--- src/cswp_pkg.sv ---
`timescale 1ns / 1ps
// shared constants, codes and types of the cycle synced waveform player
package cswp_pkg;

   localparam int CSWP_WAVE_DEPTH = 1024;

   localparam int MODE_W       = 2;
   localparam int ADDR_FIELD_W = 10;
   localparam int SAMPLE_W     = 12;
   localparam int LEN_W        = 11;
   localparam int STATUS_W     = 2;
   localparam int CSR_ADDR_W   = 3;
   localparam int CSR_DATA_W   = 32;
   localparam int REQ_DATA_W   = 24;
   localparam int RSP_DATA_W   = 16;

   localparam logic [LEN_W-1:0] WAVE_LENGTH_RESET = 11'd1024;

   // request kinds
   localparam logic [MODE_W-1:0] MODE_TICK   = 2'd0;
   localparam logic [MODE_W-1:0] MODE_CYCLE  = 2'd1;
   localparam logic [MODE_W-1:0] MODE_WRITE  = 2'd2;
   localparam logic [MODE_W-1:0] MODE_ENABLE = 2'd3;

   // player states
   localparam logic [STATUS_W-1:0] ST_DISABLED = 2'd0;
   localparam logic [STATUS_W-1:0] ST_RUNNING  = 2'd1;
   localparam logic [STATUS_W-1:0] ST_WAITING  = 2'd2;

   // dac update kinds
   localparam logic [1:0] DAC_HOLD = 2'd0;
   localparam logic [1:0] DAC_ZERO = 2'd1;
   localparam logic [1:0] DAC_LOAD = 2'd2;

   // register index bit of csr_paddr
   localparam logic REG_WAVE_LENGTH = 1'b0;

   typedef struct packed {
      logic [1:0]          dac_op;
      logic [STATUS_W-1:0] status;
   } step_info_type;

endpackage

--- src/cswp_rsp.sv ---
`timescale 1ns / 1ps
// read stage and response register holding the dac level
module cswp_rsp
   import cswp_pkg::*;
(
   input  logic                  clock,
   input  logic                  reset,
   input  logic                  accept,
   input  step_info_type         step_info,
   input  logic [SAMPLE_W-1:0]   rd_data,
   output logic                  stage_ready,
   output logic                  rsp_tvalid,
   input  logic                  rsp_tready,
   output logic [RSP_DATA_W-1:0] rsp_tdata
);

   logic                s1_valid_ff;
   step_info_type       s1_info_ff;
   logic                out_valid_ff;
   logic [SAMPLE_W-1:0] dac_ff, dac_in;
   logic                written_ff;
   logic [STATUS_W-1:0] status_ff;
   logic                advance;

   assign advance     = s1_valid_ff & (~out_valid_ff | rsp_tready);
   assign stage_ready = ~s1_valid_ff | ~out_valid_ff | rsp_tready;

   always_comb begin
      unique case (s1_info_ff.dac_op)
         DAC_ZERO: dac_in = '0;
         DAC_LOAD: dac_in = rd_data;
         default:  dac_in = dac_ff;
      endcase
   end

   always_ff @(posedge clock) begin
      if (reset) begin
         s1_valid_ff  <= 1'b0;
         out_valid_ff <= 1'b0;
         dac_ff       <= '0;
      end else begin
         if (accept) begin
            s1_valid_ff <= 1'b1;
         end else if (advance) begin
            s1_valid_ff <= 1'b0;
         end
         if (advance) begin
            out_valid_ff <= 1'b1;
            dac_ff       <= dac_in;
         end else if (rsp_tready) begin
            out_valid_ff <= 1'b0;
         end
      end
   end

   always_ff @(posedge clock) begin
      if (accept) begin
         s1_info_ff <= step_info;
      end
      if (advance) begin
         written_ff <= (s1_info_ff.dac_op != DAC_HOLD);
         status_ff  <= s1_info_ff.status;
      end
   end

   assign rsp_tvalid = out_valid_ff;
   assign rsp_tdata  = {1'b0, status_ff, written_ff, dac_ff};

endmodule

--- config.mk ---
export PLATFORM = sky130hd
export DESIGN_NAME = cswp_rsp
export DESIGN_NICKNAME = d
export VERILOG_FILES = /design/src/cswp_pkg.sv /design/src/cswp_rsp.sv
export SDC_FILE = /design/constraint.sdc
export NUM_CORES = 1
export LEC_CHECK = 0
export BUFFER_PORTS_ARGS = -buffer_cell sky130_fd_sc_hd__buf_4
export CORE_AREA = 2 2 45 47
export CTS_BUF_LIST = sky130_fd_sc_hd__clkbuf_8
export CTS_CLUSTER_SIZE = 16
export DETAILED_ROUTE_END_ITERATION = 16
export DIE_AREA = 0 0 47 49
export HOLD_SLACK_MARGIN = 0.1
export PLACE_DENSITY_LB_ADDON = 0.15
export SYNTH_ARGS = -nofsm -noshare
export SYNTH_HDL_FRONTEND = slang
export SYNTH_SLANG_ARGS = --single-unit
--- constraint.sdc ---
create_clock -name clock -period 4.25 [get_ports clock]
set_input_delay 0.85 -clock clock [delete_from_list [all_inputs] [get_ports clock]]
set_output_delay 0.85 -clock clock [all_outputs]
set_load 0.01 [all_outputs]
After elaboration in Yosys (flattened, before gate mapping)

Index checks and enable logic that the tools add are counted.

Logic and storage cells: 25
Bits of input ports: 20
Register bits: 21
Output and inout port bits: 18

Bitwise gates (word level): 6
Mux-type cells: 5
Reductions and logical operators: 5
Equal/unequal tests: 2

Operator list:

| operator                                                               | count |
|---|---|
| 12-bit case mux with 2 select lines                                    | 1 |
| 2-bit nonzero test                                                     | 4 |
| 1-bit two-way mux                                                      | 4 |
| 1-bit OR                                                               | 3 |
| 2-bit by 1-bit equality test with 1-bit output (second input constant) | 1 |
| 2-bit equality test (second input constant)                            | 1 |
| 1-bit NOT                                                              | 2 |
| 2-bit AND reduction                                                    | 1 |
| 1-bit AND                                                              | 1 |

Logic depth before layout (Yosys ltp)

Gate-level depths: netlist of the first run.

Depth after elaboration: 5
Depth in mapped cells: 6
Mapped depth without buffers: 5

Least setup slack after synthesis of the first run

No wires, ideal clock.

Path kind: input to output
From: input rsp_tready
To: output stage_ready
Setup slack: 1.987 ns
Arrival: 1.413 ns
Cell stages on the path: 4
Path buffers: 2
Cell sequence: nor2b_4 > buf_6 > clkbuf_1 > nand2_1

Cells in the longest elaborated chain, start to end: 1

RTL lines:

| what               | RTL line       | RTL |
|---|---|---|
| start: declaration | cswp_rsp.sv:13 | `input logic rsp_tready,` |
| 1-bit OR           | cswp_rsp.sv:26 | `assign stage_ready = ~s1_valid_ff \| ~out_valid_ff \| rsp_tready;` |
| end: declaration   | cswp_rsp.sv:11 | `output logic stage_ready,` |

Every way passes these cells.

Final worst setup path of the first run

Same ends and word-level chain as after synthesis.

==> results by group, run 1 <==
Logic synthesis
  – Post-Syn Nets: 114
  – Mean Syn Cell Area: 9.52 um2
  – Cell area after synthesis: 876 um2
  – Yosys warning count: 0
  – Sequential fraction of the synthesis area: 0.560
  – Synthesized instance count: 92
  – #FFs+latches synth: 21
  – Netlist cell types: 19

Timing
  – Worst Skew: 0.00121 ns
  – Final Hold Viols: 0
  – RSZ-0062 raised after global routing: false
  – Setup violators final: 0
  – Fin worst setup slack: 1.76 ns
  – Final worst-path cycle share: 0.586
  – Setup TNS: 0 ns
  – Fin crit period: 2.49 ns
  – Fmax: 0.401 GHz
  – Max-slew violation count: 0

GRT
  – Pin count of the biggest net entering global routing: 29
  – Vias in the first global route: 615
  – First-pass GRT wire length: 2.65 mm
  – All-layer global routing usage: 0.163
  – Initial antenna violation count: 0
  – Grt ovf: 0

Floorplan
  – Ports: 38
  – # rows: 16
  – Initial Utilization: 0.476
  – Die area: 2300 um2
  – Chip width: 47 um
  – Die Height: 49 um
  – Core ar.: 1840 um2

Power and ir drop
  – Pint: 0.000301 W
  – Switching Power: 0.0000862 W
  – Seq pwr share: 0.564
  – Clk pwr share: 0.326
  – LEAKAGE: 0.478 nW
  – Combinational power share: 0.110
  – Max IR drop VDD: 0.211 mV
  – Sw frac: 0.223
  – Total power: 0.000387 W
  – Pwr/cell area: 332 nW/um2

Clocking
  – CTS Buf Count: 3
  – Clk root buf: clkbuf_8
  – Max Root-Sink Buffers: 2
  – Hold buffers post-CTS: 0
  – H-tree levels: 1
  – Number of setup buffers added after CTS: 0
  – Clock tree sinks: 21
  – TritonCTS clock tree: done
  – Worst skew pair latency: 0.25 ns
  – Post-CTS sizing: 0
  – Clk slew on worst S/H paths: 0.07 ns

Routing
  – # DRC: 0
  – Via count: 725
  – Number of vias per cell: 4.83
  – Iteration-0 DRC Markers: 7
  – WL/cell: 11.1 um
  – Post-DRT Antenna Nets: 0
  – WL final: 1.66 mm
  – Drt pass-1 iters: 4

Worst setup path
  – Max Fanout on Critical Path: 28
  – Crit path DAT: 1.64 ns
  – Startpoint types: input port
  – Critical path class: in2out
  – Worst Path Required: 3.40 ns
  – Crit path capture type: output pin

Placed design
  – Inst Count DP: 146
  – PortBufs: 36
  – DP Worst Slack: 1.76 ns
  – Final GP Congestion: 0.665
  – Post-DP HPWL: 1.15 mm

Layout
  – N_diodes: 0
  – Layout area overhead: 33.1%
  – Final cell count without fillers: 150
  – Layout cell share with drive strength beyond 1: 0.333
  – Final cell utilization of the core: 0.633
  – Nets: 146
  – Most frequent cells in the layout: buf_4 (36), dfxtp_1 (14), nand2_1 (13), a21oi_1 (13), or3_1 (12)
  – Most common cell after layout, fill and taps aside: buf_4
  – Number of fill cells: 187

Outcome
  – Status: finished, final reports clean

Worst hold path
  – Worst Hold Class: reg2reg

Flow run
  – Max-cap violation count: 0
[metal layers]
metal / up-vias / part of all wire / GRT usage / routed length (um)
li1: 370 / - / - / -
met1: 322 / 0.44 / 0.212 / 725
met2: 29 / 0.47 / 0.244 / 778
met3: 4 / 0.070 / 0.0407 / 116
met4: 0 / 0.024 / 0.0833 / 39
met5: - / 0 / 0 / 0
[worst paths after layout]
kind              cells after the start                endpoint  slack, ns               startpoint
setup / recovery                      4             stage_ready       1.76               rsp_tready
hold / removal                        0  status_ff[0]$_DFFE_PP_       0.43  s1_info_ff[0]$_DFFE_PP_
setup reg to reg                      5  dac_ff[2]$_SDFFE_PP0P_       2.72  s1_info_ff[3]$_DFFE_PP_
hold reg to reg                       0  status_ff[0]$_DFFE_PP_       0.43  s1_info_ff[0]$_DFFE_PP_
[power by group through the flow]
stage | combinational (W) | clock (W) | sequential, W
6_report | 0.0000427 | 0.000126 | 0.000218
3_3_place_gp | 0.0000422 | 0 | 0.000223
4_1_cts | 0.0000431 | 0.000128 | 0.000218
2_1_floorplan | 0.0000208 | 0 | 0.000224
5_1_grt | 0.0000483 | 0.000138 | 0.000219
3_5_place_dp | 0.0000431 | 0 | 0.000223
[critical path, cell delays in order]
cell and delay, ns:
buf_4 0.12, nor2b_4 0.40, nand2_1 0.11, buf_4 0.16
[synth_stat cells]
cell	n	area share
a21oi_1	13	0.074
inv_1	3	0.013
clkbuf_1	3	0.013
clkbuf_2	1	0.0057
nor2b_4	1	0.016
buf_6	2	0.026
nand2_2	1	0.0071
o21ai_1	4	0.023
edfxtp_1	7	0.24
nor2b_1	1	0.0071
nand2_1	13	0.056
conb_1	1	0.0043
buf_4	2	0.017
o21ai_0	8	0.046
or3_1	12	0.086
nor2_1	3	0.013
ha_1	2	0.029
dfxtp_1	14	0.32
buf_2	1	0.0057
[kinds of logic (layout without fill, tap and decap cells)]
kind of cell / Yosys count / count (layout) / synth area share
flip-flops: 21 / 21 / 0.560
buffers and inverters: 12 / 43 / 0.0800
adder cells (fa/ha/maj): 2 / 2 / 0.0286
AND/OR/NAND/NOR: 31 / 31 / 0.184
AO/OA/AOI/OAI: 25 / 25 / 0.143
other: 1 / 1 / 0.00428
[per-stage QoR]
stage	cell area, um2	hold WS [ns]
3_3_place_gp	1120	0.401
5_1_grt	1170	0.444
3_5_place_dp	1120	0.417
6_report	1170	0.430
4_1_cts	1170	0.435
2_1_floorplan	876	0.400
[final cells by class]
| cell class | instances | area, um2 | share of cell area |
|---|---|---|---|
| multi-input cells | 59 | 315 | 0.270 |
| repair buffers | 36 | 270 | 0.232 |
| clock buffers | 3 | 41.3 | 0.0354 |
| clock inverters | 1 | 3.75 | 0.00322 |
| well taps | 27 | 33.8 | 0.0290 |
| inverters | 3 | 11.3 | 0.00966 |
| flip-flops and latches | 21 | 490 | 0.421 |
[flip-flops by register name, summed over array words and instances (netlist names)]
signal	flops
status_ff	2
written_ff	1
rsp_tvalid	1
dac_ff	12
s1_info_ff	4
s1_valid_ff	1
Note: power is estimated with default switching activity, not from simulation.
==> run 2, diff against run 1 <==
--- a/config.mk
+++ b/config.mk
@@ -5,12 +5,13 @@
 export SDC_FILE = /design/constraint.sdc
 export NUM_CORES = 1
 export LEC_CHECK = 0
+export ABC_AREA = 1
 export BUFFER_PORTS_ARGS = -buffer_cell sky130_fd_sc_hd__buf_4
-export CORE_AREA = 2 2 45 47
+export CORE_AREA = 2 2 50 52
 export CTS_BUF_LIST = sky130_fd_sc_hd__clkbuf_8
 export CTS_CLUSTER_SIZE = 16
 export DETAILED_ROUTE_END_ITERATION = 16
-export DIE_AREA = 0 0 47 49
+export DIE_AREA = 0 0 52 54
 export HOLD_SLACK_MARGIN = 0.1
 export PLACE_DENSITY_LB_ADDON = 0.15
 export SYNTH_ARGS = -nofsm -noshare
==> constraint.sdc (replaced) <==
create_clock -name clock -period 2.01 [get_ports clock]
set_input_delay 0.402 -clock clock [delete_from_list [all_inputs] [get_ports clock]]
set_output_delay 0.402 -clock clock [all_outputs]
set_load 0.01 [all_outputs]
==> run 2 against run 1 <==
  * Clock power grew 120%
  * Clock skew up 0.00098 ns
  * Cell count is 27% higher
  * Die area rose by 22%
  * Sequential share of layout area down 3.8 points
  * Critical path type is now reg2out
  * Largest cell class unchanged
  * Largest power group unchanged
  * Highest routed layer unchanged
==> results by group, run 2 <==
Timing
  – Max-slew violation count: 0
  – Fmax: 0.619 GHz
  – Fin crit period: 1.61 ns
  – Setup TNS: 0 ns
  – Setup violators final: 0
  – Final Hold Viols: 0
  – Final worst-path cycle share: 0.803
  – Worst Skew: 0.00219 ns
  – RSZ-0062 raised after global routing: false
  – Fin worst setup slack: 0.395 ns

Worst setup path
  – Crit-path leading delay family: flip-flops
  – Reg2reg path depth: 6
  – Worst Path Required: 1.61 ns
  – Stages on worst setup path: 2
  – Slowest CP cell: dfxtp_1
  – Crit path largest cell delay: 0.59 ns
  – Max Fanout on Critical Path: 12
  – Critical path class: reg2out
  – Crit path capture type: output pin
  – R2r startpoint: s1_info_ff[3]$_DFFE_PP_
  – Crit path DAT: 1.21 ns
  – CP cell instances: nand3_1 > buf_4
  – Startpoint types: register
  – Worst Setup SP: s1_valid_ff$_SDFFE_PP0P_
  – Buf/Inv on CP: 1

Layout
  – Most frequent cells in the layout: nand2_1 (36), buf_4 (36), inv_1 (31)
  – Final cell utilization of the core: 0.552
  – Layout area overhead: 30.1%
  – Biggest register: dac_ff
  – Layout cell share with drive strength beyond 1: 0.261
  – Final cell count without fillers: 191
  – Max reg flops: 12
  – Nets: 184
  – N_diodes: 0
  – Largest regs: dac_ff: 12 flops, s1_info_ff: 4 flops, status_ff: 2 flops

Routing
  – # DRC: 0
  – Number of vias per cell: 4.32
  – WL final: 1.82 mm
  – Drt pass-1 iters: 4
  – WL/cell: 9.55 um
  – Via count: 825
  – Post-DRT Antenna Nets: 0
  – Iteration-0 DRC Markers: 9

Power and ir drop
  – LEAKAGE: 0.678 nW
  – Seq pwr share: 0.522
  – Total power: 0.000932 W
  – Switching Power: 0.000241 W
  – Max IR drop VDD: 0.496 mV
  – Pwr/cell area: 727 nW/um2
  – Pint: 0.000691 W
  – Clk pwr share: 0.293
  – Sw frac: 0.258
  – Combinational power share: 0.185

Logic synthesis
  – Mean Syn Cell Area: 7.63 um2
  – Synthesized instance count: 129
  – Area share of the largest cell type after synthesis: 0.285
  – Post-synth top area cell: dfxtp_1
  – Main flop type after synthesis: dfxtp_1
  – Most instantiated cells after synthesis: nand2_1 (36), inv_1 (31), nor2_1 (15)
  – Post-Syn Nets: 151
  – EDFF count, synth: 7
  – Count leader, synth: nand2_1
  – #FFs+latches synth: 21
  – Sequential fraction of the synthesis area: 0.498
  – Largest cells by area after synthesis: dfxtp_1 (28%), edfxtp_1 (21%), nand2_1 (14%)
  – Yosys warning count: 0
  – Netlist cell types: 15
  – Cell area after synthesis: 985 um2
  – Fraction of registers with async set/reset: 0

Floorplan
  – # rows: 18
  – Die area: 2810 um2
  – Core ar.: 2320 um2
  – Ports: 38
  – Chip width: 52 um
  – Die Height: 54 um
  – Initial Utilization: 0.424

Outcome
  – Status: finished, final reports clean

Clocking
  – Clk slew on worst S/H paths: 0.07 ns
  – Clock tree sinks: 21
  – H-tree levels: 1
  – Number of setup buffers added after CTS: 0
  – Clk root buf: clkbuf_8
  – Hold buffers post-CTS: 0
  – Worst skew pair latency: 0.26 ns
  – CTS Buf Count: 3
  – TritonCTS clock tree: done
  – Post-CTS sizing: 0
  – Max Root-Sink Buffers: 2

Placed design
  – Inst Count DP: 187
  – Final GP Congestion: 0.718
  – Post-DP HPWL: 1.39 mm
  – DP Worst Slack: 0.602 ns
  – PortBufs: 36

GRT
  – First-pass GRT wire length: 3.13 mm
  – All-layer global routing usage: 0.154
  – Grt ovf: 0
  – Initial antenna violation count: 0
  – Pin count of the biggest net entering global routing: 16
  – Vias in the first global route: 768

Worst hold path
  – Hold depth: 2
  – Hold Path Origin: reset
  – Worst Hold Class: in2reg

Flow run
  – Max-cap violation count: 0
[run 2: final timing paths]
| check | slack [ns] | to |
|---|---|---|
| hold reg to reg | 0.42 | status_ff[1]$_DFFE_PP_ |
| hold / removal | 0.31 | s1_valid_ff$_SDFFE_PP0P_ |
| setup / recovery | 0.40 | stage_ready |
| setup reg to reg | 0.61 | dac_ff[9]$_SDFFE_PP0P_ |
[run 2: final cells by class]
class / count / area [um2]
Fill cell: 227 / 1040
Sequential cell: 21 / 490
Multi-Input combinational cell: 69 / 320
Timing Repair Buffer: 36 / 270
Inverter: 31 / 116
Clock buffer: 3 / 41.3
Tap cell: 30 / 37.5
Clock inverter: 1 / 5.00
[run 2: kinds of logic after synthesis]
| logic type | share of synthesized area |
|---|---|
| adder cells (fa/ha/maj) | 0.0254 |
| AO/OA/AOI/OAI | 0.0152 |
| AND/OR/NAND/NOR | 0.281 |
| flip-flops | 0.498 |
| other | 0.00381 |
| buffers and inverters | 0.177 |
[run 2: per-stage QoR]
stage | cell area [um2] | hold slack, ns
after detailed placement | 1230 | 0.406
final | 1280 | 0.311
after global routing | 1280 | 0.305
after floorplan | 985 | 0.400
after global placement | 1230 | 0.404
after CTS | 1280 | 0.302
[run 2: power groups by stage]
stage          logic (W)  registers [W]  clock network (W)
5_1_grt         0.000200       0.000490           0.000300
6_report        0.000173       0.000486           0.000273
3_5_place_dp    0.000175       0.000496                  0
2_1_floorplan   0.000100       0.000503                  0
4_1_cts         0.000175       0.000486           0.000287
3_3_place_gp    0.000171       0.000495                  0
[run 2: routing by layer]
metal  global-route usage  vias to the layer above  part of all wire
met5                    0                        -                 0
met4               0.0789                        0             0.024
met3               0.0278                        5             0.059
met2                0.251                       26              0.47
met1                0.194                      350              0.45
li1                     -                      444                 -
