===== src/cswp_pkg.sv =====
`timescale 1ns / 1ps
// shared constants, codes and types of the cycle synced waveform player
package cswp_pkg;

   localparam int CSWP_WAVE_DEPTH = 1024;

   localparam int MODE_W       = 2;
   localparam int ADDR_FIELD_W = 10;
   localparam int SAMPLE_W     = 12;
   localparam int LEN_W        = 11;
   localparam int STATUS_W     = 2;
   localparam int CSR_ADDR_W   = 3;
   localparam int CSR_DATA_W   = 32;
   localparam int REQ_DATA_W   = 24;
   localparam int RSP_DATA_W   = 16;

   localparam logic [LEN_W-1:0] WAVE_LENGTH_RESET = 11'd1024;

   // request kinds
   localparam logic [MODE_W-1:0] MODE_TICK   = 2'd0;
   localparam logic [MODE_W-1:0] MODE_CYCLE  = 2'd1;
   localparam logic [MODE_W-1:0] MODE_WRITE  = 2'd2;
   localparam logic [MODE_W-1:0] MODE_ENABLE = 2'd3;

   // player states
   localparam logic [STATUS_W-1:0] ST_DISABLED = 2'd0;
   localparam logic [STATUS_W-1:0] ST_RUNNING  = 2'd1;
   localparam logic [STATUS_W-1:0] ST_WAITING  = 2'd2;

   // dac update kinds
   localparam logic [1:0] DAC_HOLD = 2'd0;
   localparam logic [1:0] DAC_ZERO = 2'd1;
   localparam logic [1:0] DAC_LOAD = 2'd2;

   // register index bit of csr_paddr
   localparam logic REG_WAVE_LENGTH = 1'b0;

   typedef struct packed {
      logic [1:0]          dac_op;
      logic [STATUS_W-1:0] status;
   } step_info_type;

endpackage


===== src/cswp_seq.sv =====
`timescale 1ns / 1ps
// player sequencer: state, index, flags, csr and memory access decode
module cswp_seq
   import cswp_pkg::*;
#(
   parameter int WAVE_DEPTH = CSWP_WAVE_DEPTH
) (
   input  logic                          clock,
   input  logic                          reset,
   input  logic                          accept,
   input  logic [MODE_W-1:0]             mode,
   input  logic [ADDR_FIELD_W-1:0]       sample_addr,
   input  logic [SAMPLE_W-1:0]           sample_value,
   input  logic                          enable_value,
   input  logic                          csr_psel,
   input  logic                          csr_penable,
   input  logic                          csr_pwrite,
   input  logic [CSR_ADDR_W-1:0]         csr_paddr,
   input  logic [CSR_DATA_W-1:0]         csr_pwdata,
   output logic [CSR_DATA_W-1:0]         csr_prdata,
   output logic                          mem_we,
   output logic [$clog2(WAVE_DEPTH)-1:0] mem_waddr,
   output logic [SAMPLE_W-1:0]           mem_wdata,
   output logic                          mem_re,
   output logic [$clog2(WAVE_DEPTH)-1:0] mem_raddr,
   output step_info_type                 step_info
);

   localparam int AW = $clog2(WAVE_DEPTH);
   localparam int IW = $clog2(WAVE_DEPTH + 1);
   localparam int CW = (IW > LEN_W) ? IW : LEN_W;
   localparam logic [CW-1:0] DEPTH_C = CW'(WAVE_DEPTH);

   logic [LEN_W-1:0]    wave_length_ff;
   logic [STATUS_W-1:0] state_ff, state_in;
   logic [IW-1:0]       index_ff, index_in;
   logic                pending_ff, pending_in;
   logic                enable_ff, enable_in;

   logic [CW-1:0] wl_ext;
   logic [IW-1:0] eff_len;
   logic [IW-1:0] cur_idx;
   logic [IW-1:0] cur_idx_next;
   logic [1:0]    dac_op;
   logic          csr_wr;

   assign csr_wr = csr_psel & csr_penable & csr_pwrite;

   always_ff @(posedge clock) begin
      if (reset) begin
         wave_length_ff <= WAVE_LENGTH_RESET;
      end else if (csr_wr && csr_paddr[2] == REG_WAVE_LENGTH) begin
         wave_length_ff <= csr_pwdata[LEN_W-1:0];
      end
   end

   assign csr_prdata = (csr_paddr[2] == REG_WAVE_LENGTH) ?
                       CSR_DATA_W'(wave_length_ff) : '0;

   always_comb begin
      wl_ext = CW'(wave_length_ff);
      if (wave_length_ff == '0) begin
         eff_len = IW'(1);
      end else if (wl_ext > DEPTH_C) begin
         eff_len = IW'(WAVE_DEPTH);
      end else begin
         eff_len = IW'(wl_ext);
      end
   end

   assign cur_idx      = pending_ff ? '0 : index_ff;
   assign cur_idx_next = cur_idx + 1'b1;

   always_comb begin
      state_in   = state_ff;
      index_in   = index_ff;
      pending_in = pending_ff;
      enable_in  = enable_ff;
      dac_op     = DAC_HOLD;
      mem_re     = 1'b0;
      mem_raddr  = '0;
      mem_we     = 1'b0;
      if (accept) begin
         unique case (mode)
            MODE_TICK: begin
               priority case (state_ff)
                  ST_RUNNING: begin
                     if (!enable_ff) begin
                        state_in = ST_DISABLED;
                        dac_op   = DAC_ZERO;
                     end else begin
                        pending_in = 1'b0;
                        if (cur_idx >= eff_len) begin
                           index_in = cur_idx;
                           state_in = ST_WAITING;
                        end else begin
                           dac_op    = DAC_LOAD;
                           mem_re    = 1'b1;
                           mem_raddr = cur_idx[AW-1:0];
                           index_in  = cur_idx_next;
                           if (cur_idx_next >= eff_len) begin
                              state_in = ST_WAITING;
                           end
                        end
                     end
                  end
                  ST_WAITING: begin
                     if (!enable_ff) begin
                        state_in = ST_DISABLED;
                        dac_op   = DAC_ZERO;
                     end else if (pending_ff) begin
                        pending_in = 1'b0;
                        dac_op     = DAC_LOAD;
                        mem_re     = 1'b1;
                        mem_raddr  = '0;
                        index_in   = IW'(1);
                        state_in   = (eff_len > IW'(1)) ? ST_RUNNING : ST_WAITING;
                     end
                  end
                  default: begin
                     state_in = ST_DISABLED;
                     if (enable_ff) begin
                        index_in = '0;
                        state_in = ST_WAITING;
                     end
                  end
               endcase
            end
            MODE_CYCLE: pending_in = 1'b1;
            MODE_WRITE: mem_we = (CW'(sample_addr) < DEPTH_C);
            MODE_ENABLE: enable_in = enable_value;
         endcase
      end
   end

   assign mem_waddr = AW'(sample_addr);
   assign mem_wdata = sample_value;

   always_ff @(posedge clock) begin
      if (reset) begin
         state_ff   <= ST_DISABLED;
         index_ff   <= '0;
         pending_ff <= 1'b0;
         enable_ff  <= 1'b0;
      end else begin
         state_ff   <= state_in;
         index_ff   <= index_in;
         pending_ff <= pending_in;
         enable_ff  <= enable_in;
      end
   end

   assign step_info.dac_op = dac_op;
   assign step_info.status = state_in;

endmodule


===== config.mk =====
export PLATFORM = sky130hd
export DESIGN_NAME = cswp_seq
export DESIGN_NICKNAME = d
export VERILOG_FILES = /design/src/cswp_pkg.sv /design/src/cswp_seq.sv
export SDC_FILE = /design/constraint.sdc
export NUM_CORES = 1
export LEC_CHECK = 0
export ABC_AREA = 1
export BUFFER_PORTS_ARGS = -buffer_cell sky130_fd_sc_hd__buf_2
export CAP_MARGIN = 20
export CORE_MARGIN = 4
export CORE_UTILIZATION = 42
export DETAILED_ROUTE_END_ITERATION = 10
export PLACE_DENSITY = 0.8
export SLEW_MARGIN = 20
export SYNTH_ARGS = -nofsm -noshare
export SYNTH_HDL_FRONTEND = slang
export SYNTH_SLANG_ARGS = --single-unit

===== constraint.sdc =====
create_clock -name clock -period 4.7 [get_ports clock]
set_input_delay 0.47 -clock clock [delete_from_list [all_inputs] [get_ports clock]]
set_output_delay 0.47 -clock clock [all_outputs]
set_load 0.05 [all_outputs]

---- Word-level counts from Yosys, hierarchy flattened ----
Index checks and enable logic that the tools add are counted.
word-level totals
  input bits .............................. 66
  word-level logic and storage cells ...... 73
  bits in registers ....................... 26
  output and inout bits ................... 70
operators by class
  reductions and logical operators ........ 8
  eq/ne operators ......................... 8
  multiplexer cells ....................... 44
  $add $sub $neg .......................... 1
  bitwise operators ....................... 3
  order comparisons ....................... 4
operator list
  kind                                                                               number
  11-bit 2-to-1 mux                                                                  9
  10-bit 2-to-1 mux                                                                  5
  2-bit 2-to-1 mux                                                                   15
  11-bit greater-or-equal comparator                                                 2
  11-bit case mux with 2 select lines                                                1
  11-bit by 1-bit adder with 11-bit output (second input constant)                   1
  11-bit by 1-bit greater-than comparator with 1-bit output (second input constant)  1
  11-bit greater-than comparator (second input constant)                             1
  11-bit logical NOT                                                                 1
  1-bit 2-to-1 mux                                                                   10
  2-bit case mux with 2 select lines                                                 2
  4-bit AND reduction                                                                2
  2-bit == test (second input constant)                                              3
  2-bit inequality test (second input constant)                                      3
  2-bit by 1-bit == test with 1-bit output (second input constant)                   2
  1-bit case mux with 2 select lines                                                 2
  1-bit AND                                                                          2
  2-bit logical NOT                                                                  1
  2-bit AND reduction                                                                1
  2-bit nonzero test                                                                 1
  2-bit OR reduction                                                                 1
  1-bit logical AND                                                                  1
  1-bit NOT                                                                          1

---- Logic depth before layout (Yosys ltp) ----
Gate-level depths: netlist (run 1).
  word-level depth ........................ 10
  depth in mapped cells ................... 20
  mapped depth without buffers ............ 20

---- Worst setup path before layout (run 1) ----
No wires, ideal clock.
  path kind ............................... reg-to-output
  start ................................... register wave_length_ff[9]
  end ..................................... output port mem_raddr[1]
  cell stages (with the launch flop) ...... 15
  slack ................................... 1,247 ps
  buffers on the path ..................... 0
  arrival ................................. 2,983 ps
  cell sequence ........................... dfxtp_1 -> nor2_1 -> nand3_1 -> o21bai_4 -> nand2_1 -> ha_1 -> a21oi_1 -> o21ai_0 -> nand2_1 -> nand3_1 -> nor2_4 -> inv_2 -> nor2_1 -> inv_2 -> nor3_1
between the ends
  longest elaborated chain between the ends .. 9
  elaborated cells on any way between the ends .. 10
  those cells by class .................... order compare (2); mux (7); reduce/logical (1)
RTL lines
  item                                  line            text
  from (decl)                           cswp_seq.sv:34  logic [LEN_W-1:0] wave_length_ff;
  from (signal assigned)                cswp_seq.sv:53  wave_length_ff <= csr_pwdata[LEN_W-1:0];
  11-bit greater-than comparator        cswp_seq.sv:64  end else if (wl_ext > DEPTH_C) begin
  11-bit 2-to-1 mux                     cswp_seq.sv:64
  11-bit 2-to-1 mux *                   cswp_seq.sv:62  if (wave_length_ff == '0) begin
  11-bit greater-or-equal comparator *  cswp_seq.sv:93  if (cur_idx >= eff_len) begin
  10-bit 2-to-1 mux *                   cswp_seq.sv:93
  10-bit 2-to-1 mux *                   cswp_seq.sv:88  if (!enable_ff) begin
  10-bit 2-to-1 mux *                   --
  10-bit 2-to-1 mux *                   cswp_seq.sv:84  unique case (mode)
  10-bit 2-to-1 mux *                   cswp_seq.sv:83  if (accept) begin
  to (decl)                             cswp_seq.sv:25  output logic [$clog2(WAVE_DEPTH)-1:0] mem_raddr,
Every way passes the cells marked *; elsewhere a longest branch is shown, timed or not.

==> metrics.txt, run 1 <==
Synth Cell Area=0.00279 mm^2; Core Util, Final=0.453; Worst-path clk slew=0.10 ns; syn_area_per_cell=6.63 um^2; HPWL after DPL=approximately 5.2 mm; status=complete, no violations; fillers=653; clk sinks=26; Synth Area in Adders=0.121; vias in the first global route=2338; FMAX=258 MHz; static leakage=1.54 nW; width of the die=89.5 um; Synth Instances=421; Final ANT Viol Nets=0; Overall Global Routing Usage=0.160; critical path type=reg -> out; endpoint class of the critical path=output pin; most frequent cell after synthesis=nand2_1; Post-CTS Resized=0; Setup Fix Bufs, Post-CTS=0; Post-DP Area=0.00284 mm^2; Final Critical Period=3.88 ns; Slew @ Worst Pin=0.588 ns; critical path fanouts, max=7; critical path startpoint category=flop; Placed Instances=approximately 510; fraction of synthesized area in multiplexers=0; Final Hold Fails=0; drt wl/cell=approximately 12 um; CTS Root Cell=clkbuf_8; Max IR drop VDD=around 0.12 mV; simple logic cell fraction of the synthesized area=0.319; Area Growth Syn to Fin=3.72%; via-per-instance ratio=4.96; Worst EP arrival=3.41 ns; power per cell area=~170 mW/mm^2; residual DRC count=0; Min Hold Slack=between 0.4 and 0.5 ns; die height=~90 um; antenna violations before repair=0; area leader, netlist=dfxtp_1; max-cap violations=0; maximum number of pins on one net before global-route repair=21; Finished Cell Area=0.00289 mm^2; hold crit path type=in -> reg; final setup fails=0; Post-synth EDFFs=0; setup_tns=0 ns; Post-synth ARST share=0; WP data required=4.23 ns; top cell type's share of synthesized area=0.187; share of layout cells above drive strength 1=0.186; Setup WS post-layout=0.823 ns; Ys Warns=0; GPL Wtd Cong=approximately 0.96; Initial Util=0.437; hold-fix buffers at CTS=0; largest family of logic cells by synthesized area=simple AND/OR/NAND/NOR gates; CTS Buf Count=3; global route overflow=0; XOR/XNOR Fraction of Synth Area=0.0126; drt first pass iters=4; Ports=roughly 140; Clock Latency Late Sink=0.28 ns; total power=about 0.5 mW; Post-synth top cells=nand2_1, inv_1, buf_4, nor2_1, a21oi_1; CTS tree=done; Die ar.=about 0.008 mm^2; synth top area cells=dfxtp_1, ha_1, nand2_1, buf_4, inv_1; fin. max-slew vios=0; register area share after synthesis=0.187; initial DRC count=115; Compound-Gate Fraction of Synth Area=0.142; worst slack, placed=1.18 ns; filler-free cell count of the finished design=518; count of cell types in the netlist=37; Inserted Diodes=0; Clock Skew=0.00925 ns; Slew Limit Headroom=0.607; Final period util=0.825; Post-synth top flop=dfxtp_1; DR vias=2570; H-tree Lvls=1; Port Buffer Count=47; RSZ-0062 raised after global routing=no; Max Root-Sink Buffers=2; row count=29; core area=0.00639 mm^2; Total Wirelength=around 6.4 mm; Final Net Count=535; number of synthesized register bits=26; first-pass GRT wire length=10.2 mm
[flip-flops by register name, indices dropped and copies added (netlist names)]
name / count
state_ff: 2
wave_length_ff: 11
index_ff: 11
enable_ff: 1
pending_ff: 1
[layout by cell type, fill, tap and decap left out]
cell type	Yosys	routed
a211oi_1	1	1
a21o_1	2	2
a21oi_1	33	33
a21oi_2	2	2
and2_1	1	1
and3_1	1	1
buf_2	1	47
buf_4	43	1
clkbuf_8	0	4
clkinv_1	1	1
conb_1	1	21
dfxtp_1	26	26
ha_1	27	27
inv_1	57	57
inv_2	6	6
nand2_1	87	87
nand2_2	5	5
nand3_1	15	15
nand3_2	2	2
nand3b_1	1	1
nand4_1	5	5
nand4_2	1	1
nand4_4	1	1
nor2_1	35	35
nor2_2	2	2
nor2_4	3	3
nor2_8	3	3
nor3_1	12	12
nor3_2	1	1
nor3_4	2	2
nor4_2	1	1
o211ai_1	9	9
o21ai_0	18	18
o21ai_1	3	3
o21bai_4	1	1
xor2_1	4	4
[power by group]
part	total [mW]	switching (mW)	internal [mW]
registers	0.229	0.00467	0.225
logic	0.119	0.0931	0.0262
clock network	0.151	0.0755	0.0752
[worst paths after layout]
kind                         to  cells after the start            from  slack [ns]
min reg2reg         index_ff[6]                      2     index_ff[6]        0.48
max reg2reg         state_ff[1]                     18      pending_ff        1.68
max                step_info[0]                     18      pending_ff        0.82
min          wave_length_ff[10]                      3  csr_pwdata[10]        0.40
[routing by layer]
| metal | track usage | wire (um) |
|---|---|---|
| met5 | 0 | 0 |
| met4 | 0.0582 | 126 |
| met3 | 0.0249 | 368 |
| met2 | 0.277 | 3110 |
| met1 | 0.200 | 2840 |
[worst max-delay path: stages, from the launching register on]
cell,delay [ns]
dfxtp_1,0.43
nor2_1,0.33
ha_1,0.30
inv_1,0.11
nor2_4,0.14
nand3_2,0.08
xor2_1,0.19
inv_1,0.08
ha_1,0.31
nand2_1,0.07
a21oi_1,0.05
nor2_1,0.11
nand3_1,0.09
nor2_1,0.21
nand4_1,0.13
nand2_1,0.11
nand2_1,0.07
nand2_1,0.06
buf_2,0.25
[area by class of cell]
class,count,area (um^2),area share
Sequential cell,26,520,0.180
Inverter,64,240,0.0830
Multi-Input combinational cell,299,1740,0.601
Tap cell,77,96.3,0.0333
Clock buffer,4,55.1,0.0190
Timing Repair Buffer,48,243,0.0839
[kinds of logic after synthesis]
family / count (synthesis)
fa+ha+maj: 27
simple gates: 178
buf+inv: 116
compound gates: 69
other cells: 1
flops: 26
xor+xnor: 4
Note: power is estimated with default switching activity, not from simulation.
==> inputs of run 2 (changes only) <==
--- a/config.mk
+++ b/config.mk
@@ -11,7 +11,7 @@
 export CORE_MARGIN = 4
 export CORE_UTILIZATION = 42
 export DETAILED_ROUTE_END_ITERATION = 10
-export PLACE_DENSITY = 0.8
+export PLACE_DENSITY = 0.83
 export SLEW_MARGIN = 20
 export SYNTH_ARGS = -nofsm -noshare
 export SYNTH_HDL_FRONTEND = slang
==> constraint.sdc (replaced) <==
create_clock -name clock -period 3.5 [get_ports clock]
set_input_delay 0.35 -clock clock [delete_from_list [all_inputs] [get_ports clock]]
set_output_delay 0.35 -clock clock [all_outputs]
set_load 0.05 [all_outputs]
==> run 2 against run 1 <==
Against the previous run: sequential cell count unchanged; wire length increased by 2.3%; register-to-register slack got worse by 0.88 ns; count of clock-buffer cells in the layout decreased by 1; worst setup slack got worse by 0.67 ns; hold slack got worse by 0.10 ns; cell count increased by 1.7%; design area increased by 6.2%; critical path depth increased by 2; clock skew decreased by 0.0014 ns; core utilization increased by 2.8 points; sequential power increased by 34%.
==> metrics.txt, run 2 (synthesized netlist as in run 1, its figures left out) <==
Min Hold Slack=0.304 ns; CTS tree=done; power per cell area=213 mW/mm^2; Max Root-Sink Buffers=2; Regs by FF count=index_ff x11, wave_length_ff x11, state_ff x2; maximum number of pins on one net before global-route repair=21; Area Growth Syn to Fin=10.2%; status=complete, no violations; Final Hold Fails=0; hold-fix buffers at CTS=0; final setup fails=0; Clock Skew=0.00780 ns; core area=0.00639 mm^2; critical path type=reg -> out; Worst EP arrival=3.00 ns; share of layout cells above drive strength 1=0.229; critical path startpoint category=flop; Final Net Count=545; clk sinks=26; first-pass GRT wire length=10.6 mm; endpoint class of the critical path=output pin; Total Wirelength=6.59 mm; Port Buffer Count=47; Max IR drop VDD=approximately 0.14 mV; Die ar.=0.00801 mm^2; commonest non-fill, non-tap cell in the layout=nand2_1; Clock Latency Late Sink=0.27 ns; DR vias=2658; worst slack, placed=0.213 ns; Overall Global Routing Usage=0.163; row count=29; fin. max-slew vios=0; hold crit path type=in -> reg; GPL Wtd Cong=0.905; global route overflow=0; residual DRC count=0; Slew Limit Headroom=0.599; initial DRC count=roughly 140; fillers=~630; drt wl/cell=12.5 um; WP data required=3.15 ns; drt first pass iters=5; static leakage=1.62 nW; CTS Buf Count=3; via-per-instance ratio=5.04; Post-DP Area=0.00286 mm^2; commonest cells after routing, fill and taps aside=nand2_1, inv_1, buf_2; Finished Cell Area=0.00307 mm^2; HPWL after DPL=5.26 mm; die height=89.5 um; antenna violations before repair=0; vias in the first global route=2524; FMAX=around 300 MHz; Slew @ Worst Pin=between 0.5 and 0.6 ns; Ports=roughly 140; Inserted Diodes=0; Final period util=0.957; Final Critical Period=about 3.3 ns; width of the die=89.5 um; setup_tns=0 ns; critical path fanouts, max=8; Setup WS post-layout=between 0.15 and 0.2 ns; H-tree Lvls=1; CTS Root Cell=clkbuf_8; max-cap violations=0; Initial Util=0.437; Final ANT Viol Nets=0; Worst-path clk slew=about 0.10 ns
[run 2: metrics by stage]
step                      cells   util  total power, mW
after floorplan             441      -            0.529
after global placement      517  0.448            0.473
after detailed placement    517  0.448            0.476
after CTS                   522  0.458            0.649
after global routing        527  0.481            0.685
final                       527  0.481            0.656
[run 2: what timing repair did]
item                       CTS  global route
pin swaps                    0             5
setup buffers                2             5
gates cloned                 0             0
setup endpoints to repair    2            12
resized for setup            4            34
[run 2: final timing paths]
check | startpoint | slack, ns | depth (start not counted) | to
worst max-delay path | pending_ff | 0.15 | 20 | step_info[1]
worst min-delay path | csr_pwdata[10] | 0.30 | 3 | wave_length_ff[10]
worst max register to register | wave_length_ff[1] | 0.80 | 13 | index_ff[0]
worst min register to register | index_ff[1] | 0.47 | 2 | index_ff[1]
[run 2: worst max-delay path, cell delays in order, from the launching register on]
cell,delay (ns)
dfxtp_4,0.41
inv_6,0.10
nand2_4,0.07
nor3_4,0.27
nand4_4,0.15
nor2_4,0.16
nand3_2,0.08
and2_1,0.17
inv_1,0.09
ha_4,0.21
nand2_1,0.05
a21oi_1,0.04
nor2_1,0.10
nand3_1,0.10
nor2_2,0.19
nand3_1,0.10
nand2_1,0.07
nand3_1,0.07
nand2_1,0.08
nand2_1,0.06
buf_6,0.15
[run 2: cell type report]
type	count	area [um^2]	share of cell area
multi-input cells	299	1810	0.589
flip-flops and latches	26	526	0.171
repair buffers	58	354	0.115
inverters	64	248	0.0806
well taps	77	96.3	0.0313
clock buffers	3	41.3	0.0134
[run 2: where the power goes]
part           switching, mW  leakage, nW  internal (mW)
Combinational          0.129         1.38         0.0444
Sequential           0.00703        0.212          0.301
Clock                 0.0968       0.0216         0.0773
Total                  0.233         1.62          0.423
[run 2: routing by layer]
layer  global-route usage  vias up  wire length (um)
li1                     -     1349                 -
met1                0.198     1196              2800
met2                0.280       89              3220
met3               0.0221       24               366
met4               0.0839        0               208
met5                    0        -                 0
